==> src/hw/rtl/mpd_pkg.sv <==
// Shared types, constants and the Morse lookup for the pulse decoder.
// No dependencies.
package mpd_pkg;

    localparam int TICK_BITS_DEF = 16;
    localparam int CFG_W         = 16;
    localparam int CHAR_W        = 7;
    localparam int CNT_W         = 3;
    localparam int PAT_W         = 5;
    localparam int CFG_IDX_W     = 2;

    typedef logic [CFG_W-1:0]     cfg_word_t;
    typedef logic [CHAR_W-1:0]    char_t;
    typedef logic [CNT_W-1:0]     sym_count_t;
    typedef logic [PAT_W-1:0]     sym_pattern_t;
    typedef logic [CFG_IDX_W-1:0] cfg_idx_t;

    // Register indexes
    localparam cfg_idx_t REG_MIN_PULSE  = 2'd0;
    localparam cfg_idx_t REG_DASH       = 2'd1;
    localparam cfg_idx_t REG_LETTER_GAP = 2'd2;

    // Register reset values
    localparam cfg_word_t MIN_PULSE_RST  = 16'd30;
    localparam cfg_word_t DASH_RST       = 16'd400;
    localparam cfg_word_t LETTER_GAP_RST = 16'd600;

    // Symbol counter limits
    localparam sym_count_t SYM_MAX_STORED = 3'd5;
    localparam sym_count_t SYM_OVERFLOW   = 3'd6;

    localparam char_t CODE_UNKNOWN = 7'd63;

    // Decode a held symbol sequence; first symbol is MSB, 1 = dash
    function automatic char_t morse_lookup(sym_count_t count, sym_pattern_t pattern);
        char_t c;
        c = CODE_UNKNOWN;
        case (count)
            3'd1: begin
                c = pattern[0] ? 7'("T") : 7'("E");
            end
            3'd2: begin
                case (pattern[1:0])
                    2'b00:   c = 7'("I");
                    2'b01:   c = 7'("A");
                    2'b10:   c = 7'("N");
                    default: c = 7'("M");
                endcase
            end
            3'd3: begin
                case (pattern[2:0])
                    3'b000:  c = 7'("S");
                    3'b001:  c = 7'("U");
                    3'b010:  c = 7'("R");
                    3'b011:  c = 7'("W");
                    3'b100:  c = 7'("D");
                    3'b101:  c = 7'("K");
                    3'b110:  c = 7'("G");
                    default: c = 7'("O");
                endcase
            end
            3'd4: begin
                case (pattern[3:0])
                    4'b0000: c = 7'("H");
                    4'b0001: c = 7'("V");
                    4'b0010: c = 7'("F");
                    4'b0100: c = 7'("L");
                    4'b0110: c = 7'("P");
                    4'b0111: c = 7'("J");
                    4'b1000: c = 7'("B");
                    4'b1001: c = 7'("X");
                    4'b1010: c = 7'("C");
                    4'b1011: c = 7'("Y");
                    4'b1100: c = 7'("Z");
                    4'b1101: c = 7'("Q");
                    default: c = CODE_UNKNOWN;
                endcase
            end
            3'd5: begin
                case (pattern)
                    5'b01111: c = 7'("1");
                    5'b00111: c = 7'("2");
                    5'b00011: c = 7'("3");
                    5'b00001: c = 7'("4");
                    5'b00000: c = 7'("5");
                    5'b10000: c = 7'("6");
                    5'b11000: c = 7'("7");
                    5'b11100: c = 7'("8");
                    5'b11110: c = 7'("9");
                    5'b11111: c = 7'("0");
                    default:  c = CODE_UNKNOWN;
                endcase
            end
            default: c = CODE_UNKNOWN;
        endcase
        return c;
    endfunction

endpackage

==> src/hw/rtl/morse_pulse_decoder.sv <==
// A sample taken into the sample register is processed into the result register, which drives m_*.
// Throughput: one line sample per cycle while m_* is not stalled; the sample and result registers
// form two stages, so one more sample is taken while a finished character waits on m_ready.
// Reset (aresetn low, synchronous): pulse/gap timers, symbols and both stages clear,
// configuration registers return to 30 / 400 / 600. No clearing pass is needed.
// Top level of the Morse pulse decoder; depends on mpd_pkg.
module morse_pulse_decoder #(
    parameter int TICK_COUNTER_BITS = mpd_pkg::TICK_BITS_DEF
) (
    input  logic                  aclk,
    input  logic                  aresetn,
    // line samples
    input  logic                  s_valid,
    output logic                  s_ready,
    input  logic                  s_line_level,
    // decoded characters
    output logic                  m_valid,
    input  logic                  m_ready,
    output mpd_pkg::char_t        m_char_code,
    // register writes
    input  logic                  cfg_valid,
    output logic                  cfg_ready,
    input  mpd_pkg::cfg_idx_t     cfg_index,
    input  mpd_pkg::cfg_word_t    cfg_data
);
    import mpd_pkg::*;

    localparam int TW    = TICK_COUNTER_BITS;
    localparam int CMP_W = (TW > CFG_W) ? TW : CFG_W;

    typedef logic [TW-1:0] tick_t;

    // configuration
    cfg_word_t min_pulse_reg, dash_reg, letter_gap_reg;

    // input stage
    logic in_valid_reg;
    logic in_level_reg;

    // decoder state
    logic         prev_level_reg, prev_level_next;
    tick_t        high_ticks_reg, high_ticks_next;
    tick_t        gap_ticks_reg, gap_ticks_next;
    sym_count_t   sym_count_reg, sym_count_next;
    sym_pattern_t sym_pattern_reg, sym_pattern_next;

    // result stage
    logic  out_valid_reg, out_valid_next;
    char_t out_char_reg, out_char_next;

    logic         advance;
    logic         falling, long_pulse, is_dash, emit;
    sym_count_t   cnt_app;
    sym_pattern_t pat_app;

    assign cfg_ready   = 1'b1;
    assign m_valid     = out_valid_reg;
    assign m_char_code = out_char_reg;

    // the sample in the input stage is processed once the result stage can take it
    assign advance = in_valid_reg && (!out_valid_reg || m_ready);
    assign s_ready = !in_valid_reg || advance;

    // pulse classification on a falling edge
    assign falling    = !in_level_reg && prev_level_reg;
    assign long_pulse = CMP_W'(high_ticks_reg) > CMP_W'(min_pulse_reg);
    assign is_dash    = !(CMP_W'(high_ticks_reg) < CMP_W'(dash_reg));

    always_comb begin
        prev_level_next  = prev_level_reg;
        high_ticks_next  = high_ticks_reg;
        gap_ticks_next   = gap_ticks_reg;
        cnt_app          = sym_count_reg;
        pat_app          = sym_pattern_reg;
        emit             = 1'b0;
        sym_count_next   = sym_count_reg;
        sym_pattern_next = sym_pattern_reg;
        out_valid_next   = out_valid_reg && !m_ready;
        out_char_next    = out_char_reg;

        if (advance) begin
            prev_level_next = in_level_reg;
            if (in_level_reg) begin
                // high: time the pulse
                if (!prev_level_reg) begin
                    high_ticks_next = TW'(1);
                end else if (high_ticks_reg != '1) begin
                    high_ticks_next = high_ticks_reg + 1'b1;
                end
            end else begin
                // low: restart or advance the gap timer
                if (falling) begin
                    gap_ticks_next = '0;
                    if (long_pulse) begin
                        if (sym_count_reg < SYM_MAX_STORED) begin
                            pat_app = {sym_pattern_reg[PAT_W-2:0], is_dash};
                            cnt_app = sym_count_reg + 1'b1;
                        end else begin
                            cnt_app = SYM_OVERFLOW;
                        end
                    end
                end else if (gap_ticks_reg != '1) begin
                    gap_ticks_next = gap_ticks_reg + 1'b1;
                end

                // letter gap reached: decode held symbols
                emit = (cnt_app != '0) &&
                       (CMP_W'(gap_ticks_next) > CMP_W'(letter_gap_reg));
            end

            if (emit) begin
                sym_count_next   = '0;
                sym_pattern_next = '0;
                out_valid_next   = 1'b1;
                out_char_next    = morse_lookup(cnt_app, pat_app);
            end else begin
                sym_count_next   = cnt_app;
                sym_pattern_next = pat_app;
            end
        end
    end

    // control and state registers
    always_ff @(posedge aclk) begin
        if (!aresetn) begin
            min_pulse_reg   <= MIN_PULSE_RST;
            dash_reg        <= DASH_RST;
            letter_gap_reg  <= LETTER_GAP_RST;
            in_valid_reg    <= 1'b0;
            prev_level_reg  <= 1'b0;
            high_ticks_reg  <= '0;
            gap_ticks_reg   <= '0;
            sym_count_reg   <= '0;
            sym_pattern_reg <= '0;
            out_valid_reg   <= 1'b0;
        end else begin
            if (cfg_valid && cfg_ready) begin
                case (cfg_index)
                    REG_MIN_PULSE:  min_pulse_reg  <= cfg_data;
                    REG_DASH:       dash_reg       <= cfg_data;
                    REG_LETTER_GAP: letter_gap_reg <= cfg_data;
                    default: ;
                endcase
            end
            if (s_ready) begin
                in_valid_reg <= s_valid;
            end
            prev_level_reg  <= prev_level_next;
            high_ticks_reg  <= high_ticks_next;
            gap_ticks_reg   <= gap_ticks_next;
            sym_count_reg   <= sym_count_next;
            sym_pattern_reg <= sym_pattern_next;
            out_valid_reg   <= out_valid_next;
        end
    end

    // payload registers
    always_ff @(posedge aclk) begin
        if (s_valid && s_ready) begin
            in_level_reg <= s_line_level;
        end
        out_char_reg <= out_char_next;
    end

endmodule

==> config.mk <==
export PLATFORM = sky130hd
export DESIGN_NAME = morse_pulse_decoder
export DESIGN_NICKNAME = d
export VERILOG_FILES = /design/src/hw/rtl/mpd_pkg.sv /design/src/hw/rtl/morse_pulse_decoder.sv
export SDC_FILE = /design/constraint.sdc
export NUM_CORES = 1
export LEC_CHECK = 0
export ABC_AREA = 1
export CAP_MARGIN = 25
export CORE_MARGIN = 2
export CORE_UTILIZATION = 55
export DETAILED_ROUTE_END_ITERATION = 10
export DONT_BUFFER_PORTS = 1
export GPL_ROUTABILITY_DRIVEN = 0
export PLACE_DENSITY = 0.68
export SYNTH_ARGS = -nofsm -noshare
export SYNTH_HDL_FRONTEND = slang
export SYNTH_SLANG_ARGS = --single-unit
export TNS_END_PERCENT = 1
==> constraint.sdc <==
create_clock -name aclk -period 3.7 [get_ports aclk]
set_input_delay 0 -clock aclk [delete_from_list [all_inputs] [get_ports aclk]]
set_output_delay 0 -clock aclk [all_outputs]
set_load 0.005 [all_outputs]
== Word-level counts from Yosys, hierarchy flattened ==
Memories as Yosys holds them, arrays and structs flattened.
Index checks and enable logic that the tools add are counted.
W data, S select, Z words.

* Register bits: 99
* Logic and storage cells: 90
* Memories kept: 2
* ROM bits: 240

* Bitwise operators: 1
* Equal/unequal tests: 18
* Magnitude comparators: 4
* Mux-type cells: 28
* Reductions and logical operators: 22
* Add/sub/neg operators: 3

{| class="wikitable"
|+ Memory list
! memory !! words !! width !! rd ports !! clocked after memory_dff !! write ports !! line !! source
|-
| (name not given) || 32 || 4 || 1 || 0 || 0 || mpd_pkg.sv:80 || <nowiki>case (pattern)</nowiki>
|-
| (name not given) || 16 || 7 || 1 || 0 || 0 || mpd_pkg.sv:63 || <nowiki>case (pattern[3:0])</nowiki>
|}

{| class="wikitable"
|+ Operator list
! cell !! count
|-
| $mux W16 || 6
|-
| $mux W5 || 7
|-
| $pmux W5 S7 || 1
|-
| $pmux W7 S5 || 1
|-
| $add A16 B1 Y16 const B || 2
|-
| $gt A16 B16 Y1 || 2
|-
| $ne A16 B16 Y1 const B || 2
|-
| $mux W3 || 8
|-
| $lt A16 B16 Y1 || 1
|-
| $eq A3 B3 Y1 const B || 5
|-
| $eq A3 B2 Y1 const B || 4
|-
| $pmux W4 S3 || 1
|-
| $reduce_and A2 Y1 || 5
|-
| $eq A3 B1 Y1 const B || 2
|-
| $logic_and A1 B1 Y1 || 5
|-
| $logic_not A1 Y1 || 5
|-
| $eq A2 B1 Y1 const B || 2
|-
| $eq A2 B2 Y1 const B || 2
|-
| $logic_not A2 Y1 || 2
|-
| $mux W1 || 4
|-
| $add A3 B1 Y3 const B || 1
|-
| $logic_not A3 Y1 || 1
|-
| $lt A3 B3 Y1 const B || 1
|-
| $reduce_and A3 Y1 || 1
|-
| 4 further kinds || 5
|}

== Longest topological paths before layout ==
* Depth after elaboration: 12
* Depth in mapped cells: 24
* Depth with buffers taken out: 24

== Worst setup path before layout ==
Ideal clock, no wire load.

* Path type: register to register
* Start: register gap_ticks_reg[0]
* End: register out_char_reg[0], in the netlist m_char_code[0] (enable)
* Period minus slack after synthesis: 3.251 ns
* Path slack: 0.449 ns
* Stages on the path, launching flop included: 23
* Arrival time: 2.932 ns
* Required time: 3.381 ns
* Path buffers: 0
* Cells stage by stage: dfxtp_1 > ha_1 > nand3_1 > nor2_1 > nand2_1 > nor2_2 > nand2_2 > nand3_1 > nor2_1 > or2_2 > nand3_1 > inv_1 > ha_1 > nand2_1 > nor2_1 > nand2_1 > o211ai_1 > nand2_1 > nand3_1 > nand3_1 > nor2_2 > nand2_1 > inv_1

* Word-level cells in the longest chain between the ends: 10
* Elaborated cells on any way between the ends: 11
* Those cells by class: add/sub: 1; order compare: 1; eq/ne: 1; mux: 6; reduce/logical: 2

{| class="wikitable"
|+ Ends and longest elaborated chain
! element !! line !! source
|-
| start, declared || morse_pulse_decoder.sv:43 || <nowiki>tick_t gap_ticks_reg, gap_ticks_next;</nowiki>
|-
| start signal, assigned || morse_pulse_decoder.sv:150 || <nowiki>gap_ticks_reg <= gap_ticks_next;</nowiki>
|-
| $add A16 B1 Y16 / $ne A16 B16 Y1 (equally long branches) || morse_pulse_decoder.sv:103, morse_pulse_decoder.sv:102 ||
|-
| $mux W16 (*) || morse_pulse_decoder.sv:102 || <nowiki>end else if (gap_ticks_reg != '1) begin</nowiki>
|-
| $mux W16 (*) || morse_pulse_decoder.sv:92 || <nowiki>if (falling) begin</nowiki>
|-
| $mux W16 (*) || morse_pulse_decoder.sv:83 || <nowiki>if (in_level_reg) begin</nowiki>
|-
| $mux W16 (*) || morse_pulse_decoder.sv:81 || <nowiki>if (advance) begin</nowiki>
|-
| $gt A16 B16 Y1 (*) || morse_pulse_decoder.sv:108 || <nowiki>(CMP_W'(gap_ticks_next) > CMP_W'(letter_gap_reg));</nowiki>
|-
| $logic_and A1 B1 Y1 (*) || morse_pulse_decoder.sv:107 || <nowiki>emit = (cnt_app != '0) &&</nowiki>
|-
| $mux W1 (*) || morse_pulse_decoder.sv:83 ||
|-
| $mux W1 (*) || morse_pulse_decoder.sv:81 ||
|-
| $reduce_and A2 Y1 (no line) (*) || n/a ||
|-
| end signal, assigned || morse_pulse_decoder.sv:162 || <nowiki>out_char_reg <= out_char_next;</nowiki>
|-
| end, declared || morse_pulse_decoder.sv:49 || <nowiki>char_t out_char_reg, out_char_next;</nowiki>
|}

Mark *: on every way between the ends. The rest lies on a longest branch, timed or not. The select of a mux whose other input is x is not followed.
A chain may end at the register's enable or synchronous reset.

== Worst setup path in the final report ==
* Start: register gap_ticks_reg[0]
* End: register out_char_reg[2], in the netlist m_char_code[2] (enable)

Same word-level chain as after synthesis.

==> summary.log <==
[yosys] flip-flop and latch count after synthesis 99
[worst_setup_path] arrival time worst endpoint 3430 ps
[yosys] average cell area after synthesis 7.04 um2
[yosys] post-synthesis sequential area ratio 0.336
[floorplanning] Die Height 110 um
[global_routing] initial antenna violation count 0
[yosys] count of flip-flops with a built-in enable after synthesis 8
[cts] latest clock arrival within the worst-skew pair 390 ps
[yosys] area fraction in compound gates after synthesis 0.183
[cts] H-Tree Depth 3
[worst_setup_path] top fanout value on the critical path 7
[timing] max frequency 301 MHz
[yosys] xor and xnor fraction of the mapped netlist area 0.00856
[route] via count 5863
[timing] final hold slack 16.6 ps
[yosys] post-synthesis cell type count 41
[yosys] Synthesized Nets 953
[yosys] Yosys Warn Count 0
[cts] Root Driver sky130_fd_sc_hd__clkbuf_8
[pwr] cell leakage power 3.01 nW
[cts] # Post-CTS Setup Buffers 0
[placed_design] DP Cell Count 996
[global_routing] global-route wire length before repair 26200 um
[placed_design] cell area after placement 6250 um2
[route] detailed-route wire length per cell 14.8 um
[timing] unrepaired setup endpoints after global routing false
[final_layout] number of nets in the finished design 989
[route] first-pass iteration count of the detailed router 5
[timing] final number of hold-violating endpoints 0
[floorplanning] top-level I/O count 34
[worst_setup_path] sort of element at the start of the critical path flop
[final_layout] share of post-route cells with drive strength above 1 0.0723
[timing] Slew Viols, Final 0
[global_routing] global-route usage over all layers 0.280
[job] max_cap viols 0
[worst_setup_path] critical path capture point type flop
[timing] relative slew slack 0.478
[yosys] Netlist Area Pre-Place 6140 um2
[timing] number of endpoints failing setup at the final stage 0
[floorplanning] starting density of the core 0.566
[final_layout] final cell count without fillers 1053
[placed_design] half-perimeter wire length after detailed placement 11400 um
[cts] Clock Path Buffers 2
[floorplanning] Die X-Extent 110 um
[yosys] FFs w/ async S/R, synth 0
[route] aggregate routed wire length 15500 um
[timing] final critical-path share of the clock period 0.898
[yosys] post-synthesis adder-cell area fraction 0.116
[global_routing] pin count of the biggest net entering global routing 66
[route] detailed-route vias per instance 5.57
[timing] time the worst path needs with I/O delays and setup 3320 ps
[min_path] worst hold path stage count 2
[global_routing] vias in the first global route 5632
[final_layout] final std cell area, no fill 6890 um2
[timing] Layout Skew 11.5 ps
[outcome] result of the run finished, final reports clean
[worst_setup_path] cells on worst reg2reg path 22
[route] DRC Markers 0
[yosys] mux share of post-synthesis cell area 0
[worst_setup_path] Critical Path RT 3800 ps
[pwr] power per standard cell area 305 nW/um2
[final_layout] area added between synthesis and finish 12.3%
[placed_design] count of buffers from port buffering 0
[timing] measured slew at the worst slew-check pin 781 ps
[global_routing] Remaining Overflow, GRT 0
[floorplanning] core area 10800 um2
[yosys] basic-gate share of the synthesized area counting and, or, nand and nor cells 0.259
[pwr] maximum resistive drop on vdd 0.327 mV
[cts] Inserted Clock Buffers 9
[floorplanning] number of rows created at floorplan 38
[yosys] largest family of logic cells by synthesized area simple AND/OR/NAND/NOR gates
[yosys] synthesized netlist cell count 872
[yosys] leading register cell type out of synthesis sky130_fd_sc_hd__dfxtp_1
[route] final antenna-violating net count 0
[timing] final setup TNS 0 ps
[min_path] worst min path class in2reg
[cts] clock tree from TritonCTS built
[route] initial drt markers 439
[floorplanning] die area 12000 um2
[final_layout] Ant. Diodes 0
[worst_setup_path] crit path kind reg2reg
[cts] clock slew seen by the registers of the worst setup and hold paths 100 ps
[cts] number of clock sinks seen by CTS 99
## logic make-up after synthesis
logic type	after synthesis
AO/OA/AOI/OAI	208
buffers and inverters	150
adder cells (fa/ha/maj)	57
flip-flops	99
XOR/XNOR	6
other	1
AND/OR/NAND/NOR	351
## critical path: stages, from the launching register on
cell and delay [ps]:
sky130_fd_sc_hd__dfxtp_2 380, sky130_fd_sc_hd__ha_1 200, sky130_fd_sc_hd__nand3_1 120, sky130_fd_sc_hd__nor2_2 150, sky130_fd_sc_hd__nand2_1 140, sky130_fd_sc_hd__nor2_4 140
sky130_fd_sc_hd__nand2_2 70, sky130_fd_sc_hd__nand3_1 90, sky130_fd_sc_hd__nor2_1 60, sky130_fd_sc_hd__or2_2 270, sky130_fd_sc_hd__nand3_1 80, sky130_fd_sc_hd__inv_1 50
sky130_fd_sc_hd__ha_1 290, sky130_fd_sc_hd__nand2_1 80, sky130_fd_sc_hd__nor2_1 140, sky130_fd_sc_hd__nand2_1 70, sky130_fd_sc_hd__o211ai_1 90, sky130_fd_sc_hd__nand2_1 70
sky130_fd_sc_hd__nand3_1 90, sky130_fd_sc_hd__nand3_2 110, sky130_fd_sc_hd__nor2_4 140, sky130_fd_sc_hd__nand2_2 100, sky130_fd_sc_hd__inv_4 110
## layout make-up
class                      count  area, um2
fill                         967       3950
tap                          140        175
clock inverter                 5       42.5
clock buffer                  11        153
multi-input combinational    623       3500
timing repair buffer          49        480
inverter                     126        478
sequential                    99       2060
## Yosys cell counts (2+ instances only)
master | number | share of area
sky130_fd_sc_hd__nor2_4 | 3 | 0.0055
sky130_fd_sc_hd__nand2_4 | 2 | 0.0037
sky130_fd_sc_hd__buf_4 | 2 | 0.0024
sky130_fd_sc_hd__nor3_2 | 3 | 0.0049
sky130_fd_sc_hd__buf_6 | 3 | 0.0055
sky130_fd_sc_hd__edfxtp_1 | 8 | 0.039
sky130_fd_sc_hd__inv_1 | 119 | 0.073
sky130_fd_sc_hd__nand3_2 | 2 | 0.0033
sky130_fd_sc_hd__o211ai_1 | 20 | 0.024
sky130_fd_sc_hd__ha_1 | 57 | 0.12
sky130_fd_sc_hd__inv_2 | 4 | 0.0024
sky130_fd_sc_hd__or2_2 | 2 | 0.0020
sky130_fd_sc_hd__nor4_1 | 4 | 0.0041
sky130_fd_sc_hd__nor2_2 | 6 | 0.0061
sky130_fd_sc_hd__dfxtp_1 | 91 | 0.30
sky130_fd_sc_hd__o21ai_1 | 2 | 0.0016
sky130_fd_sc_hd__nor2_1 | 62 | 0.038
sky130_fd_sc_hd__a31oi_1 | 3 | 0.0031
sky130_fd_sc_hd__nand4_1 | 15 | 0.015
sky130_fd_sc_hd__clkbuf_1 | 19 | 0.012
sky130_fd_sc_hd__nand2_2 | 8 | 0.0082
sky130_fd_sc_hd__o21a_1 | 2 | 0.0024
sky130_fd_sc_hd__clkinv_1 | 2 | 0.0012
sky130_fd_sc_hd__nand3_1 | 40 | 0.033
sky130_fd_sc_hd__nor3_1 | 16 | 0.013
sky130_fd_sc_hd__a211oi_1 | 3 | 0.0037
sky130_fd_sc_hd__nand2_1 | 184 | 0.11
sky130_fd_sc_hd__xor2_1 | 5 | 0.0071
sky130_fd_sc_hd__a21oi_1 | 101 | 0.082
sky130_fd_sc_hd__o21ai_0 | 73 | 0.060
## final timing paths
check / slack, ps / end / startpoint
worst max-delay path: 380 / m_char_code[2] / gap_ticks_reg[0]
worst min register to register: 460 / min_pulse_reg[14] / min_pulse_reg[14]
worst max register to register: 380 / m_char_code[2] / gap_ticks_reg[0]
worst min-delay path: 20 / high_ticks_reg[1] / aresetn
## per-layer routing
layer	share of wire	wire length, um	up-vias	track usage
met1	0.45	7060	2698	0.362
met2	0.47	7300	176	0.474
met4	0.013	199	0	0.0615
met3	0.063	981	18	0.0682
li1	-	-	2971	-
met5	0	0	-	0
## cell usage in the layout (no fill, tap or decap), types with 2 or more instances in the layout
cell	Yosys	final
sky130_fd_sc_hd__a211oi_1	3	3
sky130_fd_sc_hd__a21oi_1	101	101
sky130_fd_sc_hd__a31oi_1	3	3
sky130_fd_sc_hd__buf_4	2	8
sky130_fd_sc_hd__clkbuf_8	0	9
sky130_fd_sc_hd__clkinv_1	2	2
sky130_fd_sc_hd__dfxtp_1	91	89
sky130_fd_sc_hd__dfxtp_2	0	2
sky130_fd_sc_hd__dlygate4sd3_1	0	40
sky130_fd_sc_hd__edfxtp_1	8	8
sky130_fd_sc_hd__ha_1	57	57
sky130_fd_sc_hd__inv_1	119	118
sky130_fd_sc_hd__inv_2	4	4
sky130_fd_sc_hd__inv_4	1	2
sky130_fd_sc_hd__inv_6	0	2
sky130_fd_sc_hd__nand2_1	184	183
sky130_fd_sc_hd__nand2_2	8	9
sky130_fd_sc_hd__nand2_4	2	2
sky130_fd_sc_hd__nand3_1	40	39
sky130_fd_sc_hd__nand3_2	2	3
sky130_fd_sc_hd__nand4_1	15	15
sky130_fd_sc_hd__nor2_1	62	61
sky130_fd_sc_hd__nor2_2	6	5
sky130_fd_sc_hd__nor2_4	3	5
sky130_fd_sc_hd__nor3_1	16	16
sky130_fd_sc_hd__nor3_2	3	3
sky130_fd_sc_hd__nor4_1	4	4
sky130_fd_sc_hd__o211ai_1	20	20
sky130_fd_sc_hd__o21a_1	2	2
sky130_fd_sc_hd__o21ai_0	73	73
sky130_fd_sc_hd__o21ai_1	2	2
sky130_fd_sc_hd__or2_2	2	2
sky130_fd_sc_hd__xor2_1	5	5
## what timing repair did
action | CTS | global route
hold buffers | 41 | 0
endpoints found under the setup margin | 0 | 15
hold endpoints to repair | 70 | 0
gates resized for setup | 0 | 9
## where the power goes
group	switching, mW	total [mW]	internal (mW)
sequential	0.0230	1.14	1.12
combinational	0.157	0.255	0.0987
clock	0.414	0.710	0.296
total	0.593	2.11	1.51
## metrics by stage
| step | worst slack, ps | total power [mW] | utilization |
|---|---|---|---|
| 6_report | 377 | 2.11 | 0.636 |
| 3_5_place_dp | 63.1 | 1.36 | 0.577 |
| 3_3_place_gp | 195 | 1.35 | 0.577 |
| 5_1_grt | 18.7 | 2.20 | 0.636 |
| 4_1_cts | 35.8 | 2.11 | 0.633 |
| 2_1_floorplan | 449 | 1.32 | - |
Note: power is estimated with default switching activity, not from simulation.
